`src/hw/rtl/lcdseq_pkg.sv`:
```
package lcdseq_pkg;

  // command codes of the request word
  typedef enum logic [3:0] {
    CMD_WRITE    = 4'd0,
    CMD_SET_POS  = 4'd1,
    CMD_UP       = 4'd2,
    CMD_DOWN     = 4'd3,
    CMD_LEFT     = 4'd4,
    CMD_RIGHT    = 4'd5,
    CMD_CLEAR    = 4'd6,
    CMD_FLAGS    = 4'd7,
    CMD_WRITE_AT = 4'd8,
    CMD_INIT     = 4'd9
  } cmd_e;

  // lcd instruction bytes
  localparam logic [7:0] LCD_CLEAR      = 8'h01;
  localparam logic [7:0] LCD_SET_ADDR   = 8'h80;
  localparam logic [7:0] LCD_FUNC_SET   = 8'h28;
  localparam logic [7:0] LCD_DISP_ALL   = 8'h0F;
  localparam logic [7:0] LCD_ENTRY_MODE = 8'h06;
  localparam logic [4:0] LCD_DISP_CTRL  = 5'b00001;
  // wake-up nibbles 3,3,3,2 sent as two byte slots
  localparam logic [7:0] LCD_WAKE_A     = 8'h33;
  localparam logic [7:0] LCD_WAKE_B     = 8'h32;

  // rs values
  localparam logic RS_INSTR = 1'b0;
  localparam logic RS_DATA  = 1'b1;

  // cursor limits
  localparam logic [6:0] POS_END  = 7'd64;
  localparam logic [6:0] ROW_STEP = 7'd16;
  localparam logic [6:0] TOP_LAST = 7'd15;
  localparam logic [6:0] BOT_ROW  = 7'd48;
  localparam logic [2:0] FLAGS_RESET = 3'b111;
  localparam logic [2:0] BLINK_OFF   = 3'b110;

  // most bytes any command expands into
  localparam int JOB_SLOTS = 7;
  localparam int SLOT_W    = $clog2(JOB_SLOTS + 1);
  localparam int NIB_W     = $clog2(2 * JOB_SLOTS);

  // queue between front and back
  localparam int QDEPTH = 2;
  localparam int QPTR_W = (QDEPTH > 1) ? $clog2(QDEPTH) : 1;
  localparam int QCNT_W = $clog2(QDEPTH + 1);

  typedef struct packed {
    logic [3:0] cmd;
    logic [7:0] char_code;
    logic [6:0] target_pos;
    logic [2:0] flag_bits;
  } req_word_t;

  typedef struct packed {
    logic       reg_select;
    logic [3:0] nibble;
    logic       last;
    logic [6:0] cursor_now;
  } xfer_word_t;

  // one command, expanded into a run of bytes
  typedef struct packed {
    logic [SLOT_W-1:0]              byte_cnt;
    logic [JOB_SLOTS-1:0]           rs;
    logic [JOB_SLOTS-1:0][7:0]      data;
    logic [6:0]                     cursor_now;
  } job_t;

endpackage

```
`src/hw/rtl/lcdseq_queue.sv`:
```
module lcdseq_queue import lcdseq_pkg::*; (
  input  logic clk,
  input  logic rst,
  input  logic push,
  input  job_t wdata,
  output logic full,
  input  logic pop,
  output job_t head,
  output logic empty
);

  job_t              slots [QDEPTH];
  logic [QPTR_W-1:0] wr_ptr;
  logic [QPTR_W-1:0] rd_ptr;
  logic [QCNT_W-1:0] count;

  assign full  = (count == QCNT_W'(QDEPTH));
  assign empty = (count == '0);
  assign head  = slots[rd_ptr];

  // pointer wrap at the queue depth
  function automatic logic [QPTR_W-1:0] bump(input logic [QPTR_W-1:0] p);
    return (p == QPTR_W'(QDEPTH - 1)) ? '0 : p + QPTR_W'(1);
  endfunction

  // occupancy and pointers
  always_ff @(posedge clk) begin
    if (rst) begin
      wr_ptr <= '0;
      rd_ptr <= '0;
      count  <= '0;
    end else begin
      if (push) begin
        wr_ptr <= bump(wr_ptr);
      end
      if (pop) begin
        rd_ptr <= bump(rd_ptr);
      end
      if (push && !pop) begin
        count <= count + QCNT_W'(1);
      end else if (pop && !push) begin
        count <= count - QCNT_W'(1);
      end
    end
  end

  // entry storage
  always_ff @(posedge clk) begin
    if (push) begin
      slots[wr_ptr] <= wdata;
    end
  end

endmodule

```
`config.mk`:
```
export PLATFORM = sky130hd
export DESIGN_NAME = lcdseq_queue
export DESIGN_NICKNAME = d
export VERILOG_FILES = /design/src/hw/rtl/lcdseq_pkg.sv /design/src/hw/rtl/lcdseq_queue.sv
export SDC_FILE = /design/constraint.sdc
export NUM_CORES = 1
export LEC_CHECK = 0
export BUFFER_PORTS_ARGS = -buffer_cell sky130_fd_sc_hd__buf_2
export CORE_ASPECT_RATIO = 1.2
export CORE_MARGIN = 2
export CORE_UTILIZATION = 50
export CTS_BUF_LIST = sky130_fd_sc_hd__clkbuf_16
export DETAILED_ROUTE_END_ITERATION = 10
export PLACE_DENSITY = 0.77
export SLEW_MARGIN = 20
export SYNTH_ARGS = -nofsm -noshare
export SYNTH_HDL_FRONTEND = slang
export SYNTH_SLANG_ARGS = --single-unit
export TNS_END_PERCENT = 20
```
`constraint.sdc`:
```
create_clock -name clk -period 7 [get_ports clk]
set_input_delay 0.35 -clock clk [delete_from_list [all_inputs] [get_ports clk]]
set_output_delay 0.35 -clock clk [all_outputs]
set_load 0.01 [all_outputs]
```
# [Word level (Yosys, flattened, before mapping)]
# Memory sizes are Yosys's and may differ from the RTL's. A register that Yosys moved wholly into a read port is not among the register bits.
# Cells that the tools add are included.
[totals] elab_cells=23 ram_bits=146 ff_bits=4 memories=1 input_bits=77 output_inout_bits=75
[mem_list] memory="slots" words=2 word_bits=73 rd=1 rd_clocked_by_memory_dff=1 wr=1 line_no="lcdseq_queue.sv:12" rtl="job_t slots [QDEPTH];"
[op_classes] n_reduce_logical=6 n_eq_ne=1 mux=8 add_sub_neg=4
[op_table] cell="1-bit two-way mux" count=6
[op_table] cell="2-bit two-way mux" count=2
[op_table] cell="1-bit adder, second input constant" count=2
[op_table] cell="2-bit by 1-bit adder with 2-bit output, second input constant" count=1
[op_table] cell="2-bit == test, second input constant" count=1
[op_table] cell="1-bit logical AND" count=2
[op_table] cell="1-bit zero test" count=2
[op_table] cell="2-bit zero test" count=1
[op_table] cell="2-bit nonzero test" count=1
[op_table] cell="2-bit by 1-bit subtractor with 2-bit output, second input constant" count=1

# [Logic depth before layout (Yosys ltp)]
[depth] ltp_word=4 ltp_mapped=5

# [Worst setup path after synthesis]
# Ideal clock, no wire load.
[synth_timing] path_type="register to register" start="reg wr_ptr" end="mem slots[0][0] in the netlist's numbering (enable)" path_buffers=0 path_stages_with_launch=2 arrival_time_ns=3.569 slack_ns=2.918 required_time_ns=6.487 path_cell_list="dfxtp_1 > nor2b_1"
[synth_lines] element="start: declaration" line_no="lcdseq_queue.sv:13" rtl="logic [QPTR_W-1:0] wr_ptr;"
[synth_lines] element="start signal: assignment" line_no="lcdseq_queue.sv:34" rtl="wr_ptr <= bump(wr_ptr);"
[synth_lines] element="end: declaration" line_no="lcdseq_queue.sv:12"
# No word-level cell before the write port.

==> results.json <==
{
  "fmax_ghz": 0.420,
  "grt_pass1_vias": 3075,
  "portBuffers": 151,
  "place.gp.congestion": 0.666,
  "dp.cells": 522,
  "grt_pass1_wl_um": 14500,
  "worstHoldPathCells": 1,
  "vias": 2807,
  "final_cell_mix": "buf_2, edfxtp_1, mux2_2",
  "syn_area_mm2": 0.00550,
  "fin_setup_tns_ns": 0,
  "postSynthAreaPerCell_um2": 22.1,
  "grt_max_degree": 74,
  "synth-seq-cells": 151,
  "drc": 0,
  "cts_sinks": 151,
  "drv_slew": 0,
  "vias_per_cell": 5.07,
  "final_common_cell": "buf_2",
  "overflow": 0,
  "worst_setup_path_end_kind": "primary output",
  "start_kind": "register",
  "ctsHtreeMaxLevel": 4,
  "cts_resized": 0,
  "reg2reg_slack_ns": 5.01,
  "pin_count": 152,
  "crit_path_end": "head[0]",
  "nNetsFinal": 490,
  "p_leak_nw": 2.60,
  "stdcell_area_mm2": 0.00690,
  "die_h_um": 119,
  "fin_cells": 554,
  "die_area_mm2": 0.0119,
  "p_total_mw": 2.10,
  "clkLatencyLatePin_ns": 0.41,
  "grt_setup_unrepaired": "no",
  "clockBufferDepth": 2,
  "worst-path-max-fanout": 73,
  "root_buffer": "clkbuf_16",
  "worstPathArrival_ns": 2.03,
  "worstPathRequired_ns": 6.65,
  "syn-num-nets": 327,
  "worst_hold_path_type": "in2reg",
  "post_cts_buffers": 0,
  "min_period_over_period_pct": 34.0,
  "dpl.hpwl_um": 5700,
  "power_density_mw_per_mm2": 304,
  "die_width_um": 99.7,
  "cts_made_buffers": 17,
  "grt_antenna_before_repair": 0,
  "status": "finished clean",
  "diodes": 0,
  "ant_nets": 0,
  "synth_seq_area_share_pct": 81.5,
  "grt.total_usage_pct": 16.2,
  "ys_types": 16,
  "skew_ns": 0.00616,
  "start_util_pct": 51.8,
  "rows": 41,
  "critical_path_class": "reg2out",
  "setup_viol": 0,
  "worst_pin_slew_ns": 0.996,
  "drtPass1Iterations": 4,
  "core_area_mm2": 0.0106,
  "cts_hold_buf": 0,
  "finalWirelength_um": 9230,
  "relSlewSlack_pct": 33.6,
  "post_drt_wl_per_cell_um": 16.7,
  "drtIter0Drc": 141,
  "clk_pin_slew_ns": 0.06,
  "synth_warnings": 0,
  "finalCriticalPeriod_ns": 2.38,
  "hold_ws_ns": 0.126,
  "syn_inst": 249,
  "rr_startpoint": "wr_ptr",
  "hold_violations": 0,
  "irDropWorstVdd_mv": 0.196,
  "r2r_end": "slots[0][43]",
  "dpl_cell_area_mm2": 0.00635,
  "syn_to_final_growth_pct": 25.4,
  "max_cap_violations": 0,
  "drive_gt1_share_pct": 60.7,
  "tritoncts": "built",
  "rr_worst_depth": 2
}
final cells by class:
cell class                      count  area [um^2]
Tap cell                          129          161
Multi-Input combinational cell     89          936
Fill cell                         754         3720
Clock inverter                     15          118
Sequential cell                   151         4490
Timing Repair Buffer              152          763
Clock buffer                       17          425
Inverter                            1         3.75
per-stage QoR:
| stage | util (%) | setup WS [ns] |
|---|---|---|
| final | 64.9 | 4.62 |
| after floorplan | - | 2.92 |
| after detailed placement | 59.8 | 4.77 |
| after global placement | 59.8 | 4.80 |
| after CTS | 64.9 | 4.58 |
| after global routing | 64.9 | 4.53 |
worst min-delay path by stage:
stage | start | to | slack [ns]
2_1_floorplan | rst | count[1] | 0.42
3_3_place_gp | count[1] | count[1] | 0.48
3_5_place_dp | rd_ptr | register | 0.51
4_1_cts | wdata[22] | slots[0][22] | 0.11
5_1_grt | wdata[19] | slots[0][19] | 0.11
6_report | wdata[19] | slots[1][19] | 0.13
where the power goes:
group	switching, mW	internal [mW]
Clock	0.335	0.482
Sequential	0.0297	1.06
Combinational	0.0954	0.0986
synthesized netlist by cell type:
master    count  area share [%]
xnor2_1       2            0.32
nor2_1        5            0.34
buf_4         1            0.14
buf_6         7             1.4
nor2b_1       1            0.11
and2_1        1            0.11
mux2_2       73              15
a21oi_1       1           0.091
edfxtp_1    146              80
or3_1         1            0.11
xor2_1        2            0.32
o21ai_0       1           0.091
inv_1         1           0.068
ha_1          1            0.23
and2b_2       1            0.16
dfxtp_1       5             1.8
cell families after synthesis:
logic type                 count (synthesis)  synth area share [%]
DFF                                      151                  81.5
buffers and inverters                      9                  1.64
adders and majority gates                  1                 0.227
xor gates and xnor gates                   4                 0.637
AOI/OAI and AO/OA                          2                 0.182
muxes                                     73                  14.9
and+or+nand+nor                            9                 0.842
per-layer routing:
| metal | track usage (%) | wire length, um | vias up | part of all wire [%] |
|---|---|---|---|---|
| li1 | - | - | 1307 | - |
| met1 | 17.6 | 3560 | 1393 | 39 |
| met2 | 28.4 | 4930 | 100 | 53 |
| met3 | 6.34 | 646 | 7 | 7.0 |
| met4 | 6.08 | 82 | 0 | 0.89 |
| met5 | 0 | 0 | - | 0 |
flip-flops by register name, summed over array words and instances (netlist names), named ones only:
register and cells:
count 2, slots 146, wr_ptr 1, rd_ptr 1
critical path: stages, from the launching register on:
cell and delay (ns):
dfxtp_4 0.97, mux2_2 0.43, buf_2 0.14
Note: power is estimated with default switching activity, not from simulation.
