## config.mk

```make
export PLATFORM = sky130hd
export DESIGN_NAME = lcdseq_back
export DESIGN_NICKNAME = d
export VERILOG_FILES = /design/src/hw/rtl/lcdseq_pkg.sv /design/src/hw/rtl/lcdseq_back.sv
export SDC_FILE = /design/constraint.sdc
export NUM_CORES = 1
export LEC_CHECK = 0
export ABC_AREA = 1
export BUFFER_PORTS_ARGS = -buffer_cell sky130_fd_sc_hd__buf_4
export CAP_MARGIN = 25
export CORE_MARGIN = 2
export CORE_UTILIZATION = 42
export CTS_CLUSTER_SIZE = 30
export DETAILED_ROUTE_END_ITERATION = 16
export HOLD_SLACK_MARGIN = 0.03
export PLACE_DENSITY_LB_ADDON = 0.15
export SKIP_LAST_GASP = 1
export SLEW_MARGIN = 20
export SYNTH_ARGS = -nofsm -noshare
export SYNTH_HDL_FRONTEND = slang
export SYNTH_SLANG_ARGS = --single-unit
```

## constraint.sdc

```tcl
create_clock -name clk -period 1.73 [get_ports clk]
set_input_delay 0.2595 -clock clk [delete_from_list [all_inputs] [get_ports clk]]
set_output_delay 0.2595 -clock clk [all_outputs]
set_load 0.02 [all_outputs]
```

## src/hw/rtl/lcdseq_pkg.sv

```systemverilog
package lcdseq_pkg;

  // command codes of the request word
  typedef enum logic [3:0] {
    CMD_WRITE    = 4'd0,
    CMD_SET_POS  = 4'd1,
    CMD_UP       = 4'd2,
    CMD_DOWN     = 4'd3,
    CMD_LEFT     = 4'd4,
    CMD_RIGHT    = 4'd5,
    CMD_CLEAR    = 4'd6,
    CMD_FLAGS    = 4'd7,
    CMD_WRITE_AT = 4'd8,
    CMD_INIT     = 4'd9
  } cmd_e;

  // lcd instruction bytes
  localparam logic [7:0] LCD_CLEAR      = 8'h01;
  localparam logic [7:0] LCD_SET_ADDR   = 8'h80;
  localparam logic [7:0] LCD_FUNC_SET   = 8'h28;
  localparam logic [7:0] LCD_DISP_ALL   = 8'h0F;
  localparam logic [7:0] LCD_ENTRY_MODE = 8'h06;
  localparam logic [4:0] LCD_DISP_CTRL  = 5'b00001;
  // wake-up nibbles 3,3,3,2 sent as two byte slots
  localparam logic [7:0] LCD_WAKE_A     = 8'h33;
  localparam logic [7:0] LCD_WAKE_B     = 8'h32;

  // rs values
  localparam logic RS_INSTR = 1'b0;
  localparam logic RS_DATA  = 1'b1;

  // cursor limits
  localparam logic [6:0] POS_END  = 7'd64;
  localparam logic [6:0] ROW_STEP = 7'd16;
  localparam logic [6:0] TOP_LAST = 7'd15;
  localparam logic [6:0] BOT_ROW  = 7'd48;
  localparam logic [2:0] FLAGS_RESET = 3'b111;
  localparam logic [2:0] BLINK_OFF   = 3'b110;

  // most bytes any command expands into
  localparam int JOB_SLOTS = 7;
  localparam int SLOT_W    = $clog2(JOB_SLOTS + 1);
  localparam int NIB_W     = $clog2(2 * JOB_SLOTS);

  // queue between front and back
  localparam int QDEPTH = 2;
  localparam int QPTR_W = (QDEPTH > 1) ? $clog2(QDEPTH) : 1;
  localparam int QCNT_W = $clog2(QDEPTH + 1);

  typedef struct packed {
    logic [3:0] cmd;
    logic [7:0] char_code;
    logic [6:0] target_pos;
    logic [2:0] flag_bits;
  } req_word_t;

  typedef struct packed {
    logic       reg_select;
    logic [3:0] nibble;
    logic       last;
    logic [6:0] cursor_now;
  } xfer_word_t;

  // one command, expanded into a run of bytes
  typedef struct packed {
    logic [SLOT_W-1:0]              byte_cnt;
    logic [JOB_SLOTS-1:0]           rs;
    logic [JOB_SLOTS-1:0][7:0]      data;
    logic [6:0]                     cursor_now;
  } job_t;

endpackage

```

## src/hw/rtl/lcdseq_back.sv

```systemverilog
module lcdseq_back import lcdseq_pkg::*; (
  input  logic       clk,
  input  logic       rst,
  input  job_t       head,
  input  logic       empty,
  output logic       pop,
  output logic       xfer_valid,
  input  logic       xfer_ready,
  output xfer_word_t xfer
);

  logic [NIB_W-1:0]  idx;
  logic              load;
  logic              nib_last;
  logic [2:0]        slot;
  logic [7:0]        cur_byte;
  xfer_word_t        word_next;

  function automatic logic [NIB_W-2:0] slot_last(input logic [SLOT_W-1:0] cnt);
    return (NIB_W - 1)'(cnt - SLOT_W'(1));
  endfunction

  // pick the current nibble out of the head job
  always_comb begin
    slot      = idx[NIB_W-1:1];
    cur_byte  = head.data[slot];
    nib_last  = (idx == {slot_last(head.byte_cnt), 1'b1});
    word_next.reg_select = head.rs[slot];
    word_next.nibble     = idx[0] ? cur_byte[3:0] : cur_byte[7:4];
    word_next.last       = nib_last;
    word_next.cursor_now = head.cursor_now;
  end

  assign load = !empty && (!xfer_valid || xfer_ready);
  assign pop  = load && nib_last;

  // nibble counter within the head job
  always_ff @(posedge clk) begin
    if (rst) begin
      idx <= '0;
    end else if (load) begin
      idx <= nib_last ? '0 : idx + NIB_W'(1);
    end
  end

  // output register
  always_ff @(posedge clk) begin
    if (rst) begin
      xfer_valid <= 1'b0;
    end else if (load) begin
      xfer_valid <= 1'b1;
    end else if (xfer_ready) begin
      xfer_valid <= 1'b0;
    end
  end

  always_ff @(posedge clk) begin
    if (load) begin
      xfer <= word_next;
    end
  end

endmodule

```

After elaboration in Yosys (flattened, before gate mapping):

Index checks and enable logic that the tools add are counted.

* multiplexer cells: 8
* reductions and logical operators: 6
* $lt $le $gt $ge: 1
* equality and inequality tests: 1
* add/subtract/negate cells: 2

Operator list (number)
* $bmux W8 S3: 1
* $mux W4: 2
* $mux W8: 1
* $add A4 B1 Y4 const B: 1
* $eq A4 B4 Y1: 1
* $lt A3 B4 Y1 const B: 1
* $bmux W1 S3: 1
* $mux W1: 3
* $sub A3 B1 Y3 const B: 1
* $logic_and A1 B1 Y1: 2
* $logic_not A1 Y1: 2
* $reduce_bool A2 Y1: 1
* $logic_or A1 B1 Y1: 1

* register bits after elaboration: 18
* bits of input ports: 77
* output and inout port bits: 15

Depth between registers and ports, before layout:

* depth in word-level cells: 4
* depth in mapped cells: 10
* gate-level depth less buffers: 10

Least setup slack after synthesis:

Ideal clock, no wire load.

* path type: register to output
* from: register xfer_valid
* to: output port pop
* path slack: 96 ps
* arrival: 1374 ps
* stages on the path, launching flop included: 4
* path through: dfxtp_1 a21oi_2 inv_1 nor2_2

* word-level cells in the longest chain between the ends: 4

Ends and longest elaborated chain
* from (decl): line lcdseq_back.sv:7 `output logic xfer_valid,`
* from (signal assigned): line lcdseq_back.sv:49 `xfer_valid <= 1'b0;`
* from (signal assigned): line lcdseq_back.sv:51 `xfer_valid <= 1'b1;`
* from (signal assigned): line lcdseq_back.sv:53 `xfer_valid <= 1'b0;`
* $logic_not A1 Y1: line lcdseq_back.sv:34 `assign load = !empty && (!xfer_valid || xfer_ready);`
* $logic_or A1 B1 Y1: line lcdseq_back.sv:34
* $logic_and A1 B1 Y1: line lcdseq_back.sv:34
* named net load: line lcdseq_back.sv:13 `logic load;`
* $logic_and A1 B1 Y1: line lcdseq_back.sv:35 `assign pop = load && nib_last;`
* to (decl): line lcdseq_back.sv:6 `output logic pop,`

The timed path passes the listed nets, and every way through them passes these cells.

Worst setup path after layout:

* from: register idx[1]
* to: output port pop

* word-level cells in the longest chain between the ends: 2

Ends and longest elaborated chain
* from (decl): line lcdseq_back.sv:12 `logic [NIB_W-1:0] idx;`
* from (signal assigned): line lcdseq_back.sv:42 `idx <= nib_last ? '0 : idx + NIB_W'(1);`
* $eq A4 B4 Y1: line lcdseq_back.sv:27 `nib_last = (idx == {slot_last(head.byte_cnt), 1'b1});`
* $logic_and A1 B1 Y1: line lcdseq_back.sv:35

Every way passes these cells.

==> reports/results.ini <==
[global_routing]
grt_pass1_wl_mm = 6.55
grt_antenna_before_repair = 0
grt_pass1_vias = 1598
grt_usage_pct = 22.7
grt.overflow.total = 0
grt_max_degree = 26

[clock_tree]
cts_root_buf = clkbuf_4
clk_latency_ns = 0.29
tritoncts = done
ctsHoldBuffers = 0
cts_buffers = 3
clk_path_buf_depth = 2
cts_max_level = 1
path_clk_slew_ns = 0.10
cts.sinks = 18

[logic_synthesis]
synthArstFlopShare_pct = 0
syn_avg_cell_area_um2 = 6.21
seq_area_frac_synth_pct = 34.9
netlist_area_um2 = 1400
synth_ff_type = edfxtp_1
synthesis.nets = 305
syn_inst = 226
ys_ff_latch = 18
synth_warnings = 0
synth-edff-count = 13
ys_types = 21

[timing]
final-setup-viol-count = 0
timing.final.crit_period_ns = 1.68
slew_headroom_pct = 55.4
slew_violations = 0
finalSetupTns_ns = 0
worst_pin_slew_ns = 0.666
max_clock_freq_mhz = 595
skew_ns = 0.00126
rsz0062_at_grt = yes
finalHoldViolations = 0
min_period_over_period_pct = 97.2

[routing]
drt-initial-drc-count = 81
vias = 1700
wl_met1_mm = 1.79
highest_layer = met4
drc = 0
wl_met2_mm = 1.92
wire_per_inst_um = 11.0
vias_per_cell = 4.66
drt_pre_antenna_iters = 4
ant_nets = 0
wirelength_mm = 4.03
wl_met3_um = 295

[setup_path]
required_ns = 1.47
worstPathCellList = buf_6, xnor2_2, nor2_1, nand2_1, nor2_2, buf_6
end_kind = output port
start_kind = register
path_class = register to output port
worstPathMaxFanout = 5
path_common_cell = buf_6
cp_slowest_cell = dfxtp_4
cp.arrival_ns = 1.42
slowest_delay_ns = 0.37

[die]
die_height_um = 61.8
die-area_um2 = 3820
initial_core_util_pct = 44.9
die-width_um = 61.8
design.core.area_um2 = 3130
rows = 20
ios = 92

[hold_path]
hold_path.class = input port to register

[run_status]
outcome = complete, no violations

[pwr]
ir_drop_mv = 0.386
p_leak_nw = 1.20
powerDensity_nw_per_um2 = 527
power_mw = 1.16

[final_layout]
drive_gt1_share_pct = 36.4
diodes = 0
fill_cells = 284
instances_no_fill = 365
synthToLayoutAreaGrowth_pct = 57.3
nets = 401

[placement]
place.gp.congestion = 0.820
dp.cells = 358
port_buffers = 91
dpl.hpwl_mm = 3.19

[flow_run]
drv_cap = 0

power by group:
group	total [mW]	switching [mW]	internal, mW
sequential	0.512	0.0133	0.499
clock	0.213	0.129	0.0839
combinational	0.438	0.209	0.229
total	1.16	0.351	0.812
critical path: cells and delay by family, from the launching register on:
| family | cells | cell delay, ns |
|---|---|---|
| xor+xnor | 1 | 0.12 |
| simple gates | 3 | 0.38 |
| flops | 1 | 0.37 |
| buf+inv | 2 | 0.26 |
Yosys cell counts, types with 2 or more instances:
| library cell | number | area, um^2 |
|---|---|---|
| nor2_1 | 30 | 113 |
| or2_2 | 5 | 31.3 |
| buf_2 | 7 | 35.0 |
| edfxtp_1 | 13 | 390 |
| nand2_1 | 84 | 315 |
| buf_4 | 2 | 15.0 |
| nand3_1 | 34 | 170 |
| a21oi_1 | 2 | 10.0 |
| dfxtp_1 | 5 | 100 |
| inv_2 | 2 | 7.51 |
| o21ai_0 | 10 | 50.1 |
| ha_1 | 2 | 25.0 |
| inv_1 | 22 | 82.6 |
final cells by class:
type,count,area [um^2],share of cell area [%]
clock inverters,1,3.75,0.170
flip-flops and latches,18,498,22.5
inverters,24,90.1,4.08
multi-input cells,173,766,34.7
well taps,44,55.1,2.49
repair buffers,102,773,35.0
clock buffers,3,22.5,1.02
path summary, 6_finish.rpt:
check              from    endpoint  slack [ns]  depth (start not counted)
max              idx[1]         pop        0.05                          6
max reg2reg      idx[2]     xfer[8]        0.28                          6
min                 rst  xfer_valid        0.12                          2
min reg2reg  xfer_valid  xfer_valid        0.53                          2
routing by layer:
metal	up-vias	track usage, %
met2	65	41.2
met1	734	27.3
met3	2	5.18
met5	-	0
met4	0	4.86
li1	899	-
through the flow:
stage          setup slack, ns  area, um^2  utilization (%)  hold WS, ns
5_1_grt                -0.0944        2210             70.6       0.0948
4_1_cts                 0.0136        2160             69.2        0.107
6_report                0.0486        2210             70.6        0.116
3_3_place_gp             0.199        2140             68.3        0.426
2_1_floorplan           0.0961        1400                -        0.329
3_5_place_dp             0.179        2140             68.3        0.428
timing repair:
item / 4_1_cts / 5_1_grt
gates resized for setup: 1 / 6
buffers inserted: 0 / 3
pin swaps: 0 / 4
endpoints found under the setup margin: 1 / 1
cells in the final DEF, fill, tap and decap left out, types with 2 or more instances in the layout:
cell type	count
buf_4	100
nand2_1	84
nand3_1	34
nor2_1	30
inv_1	22
edfxtp_1	13
o21ai_0	10
or2_2	5
clkbuf_4	3
dfxtp_1	3
inv_2	2
a21oi_1	2
ha_1	2
dfxtp_4	2
buf_6	2
flip-flops by register name (all words and copies together), names as in the netlist:
register    cells
xfer           13
idx             4
xfer_valid      1
logic make-up (layout without fill, tap and decap cells):
| kind of cell | count (synthesis) | count (layout) | share of synthesized area [%] |
|---|---|---|---|
| flip-flops | 18 | 18 | 34.9 |
| adder cells (fa/ha/maj) | 2 | 2 | 1.78 |
| AND/OR/NAND/NOR | 156 | 156 | 46.2 |
| AO/OA/AOI/OAI | 14 | 14 | 5.44 |
| buffers and inverters | 35 | 130 | 11.1 |
| XOR/XNOR | 1 | 1 | 0.624 |
No activity file was read; power rests on OpenSTA's default activity.
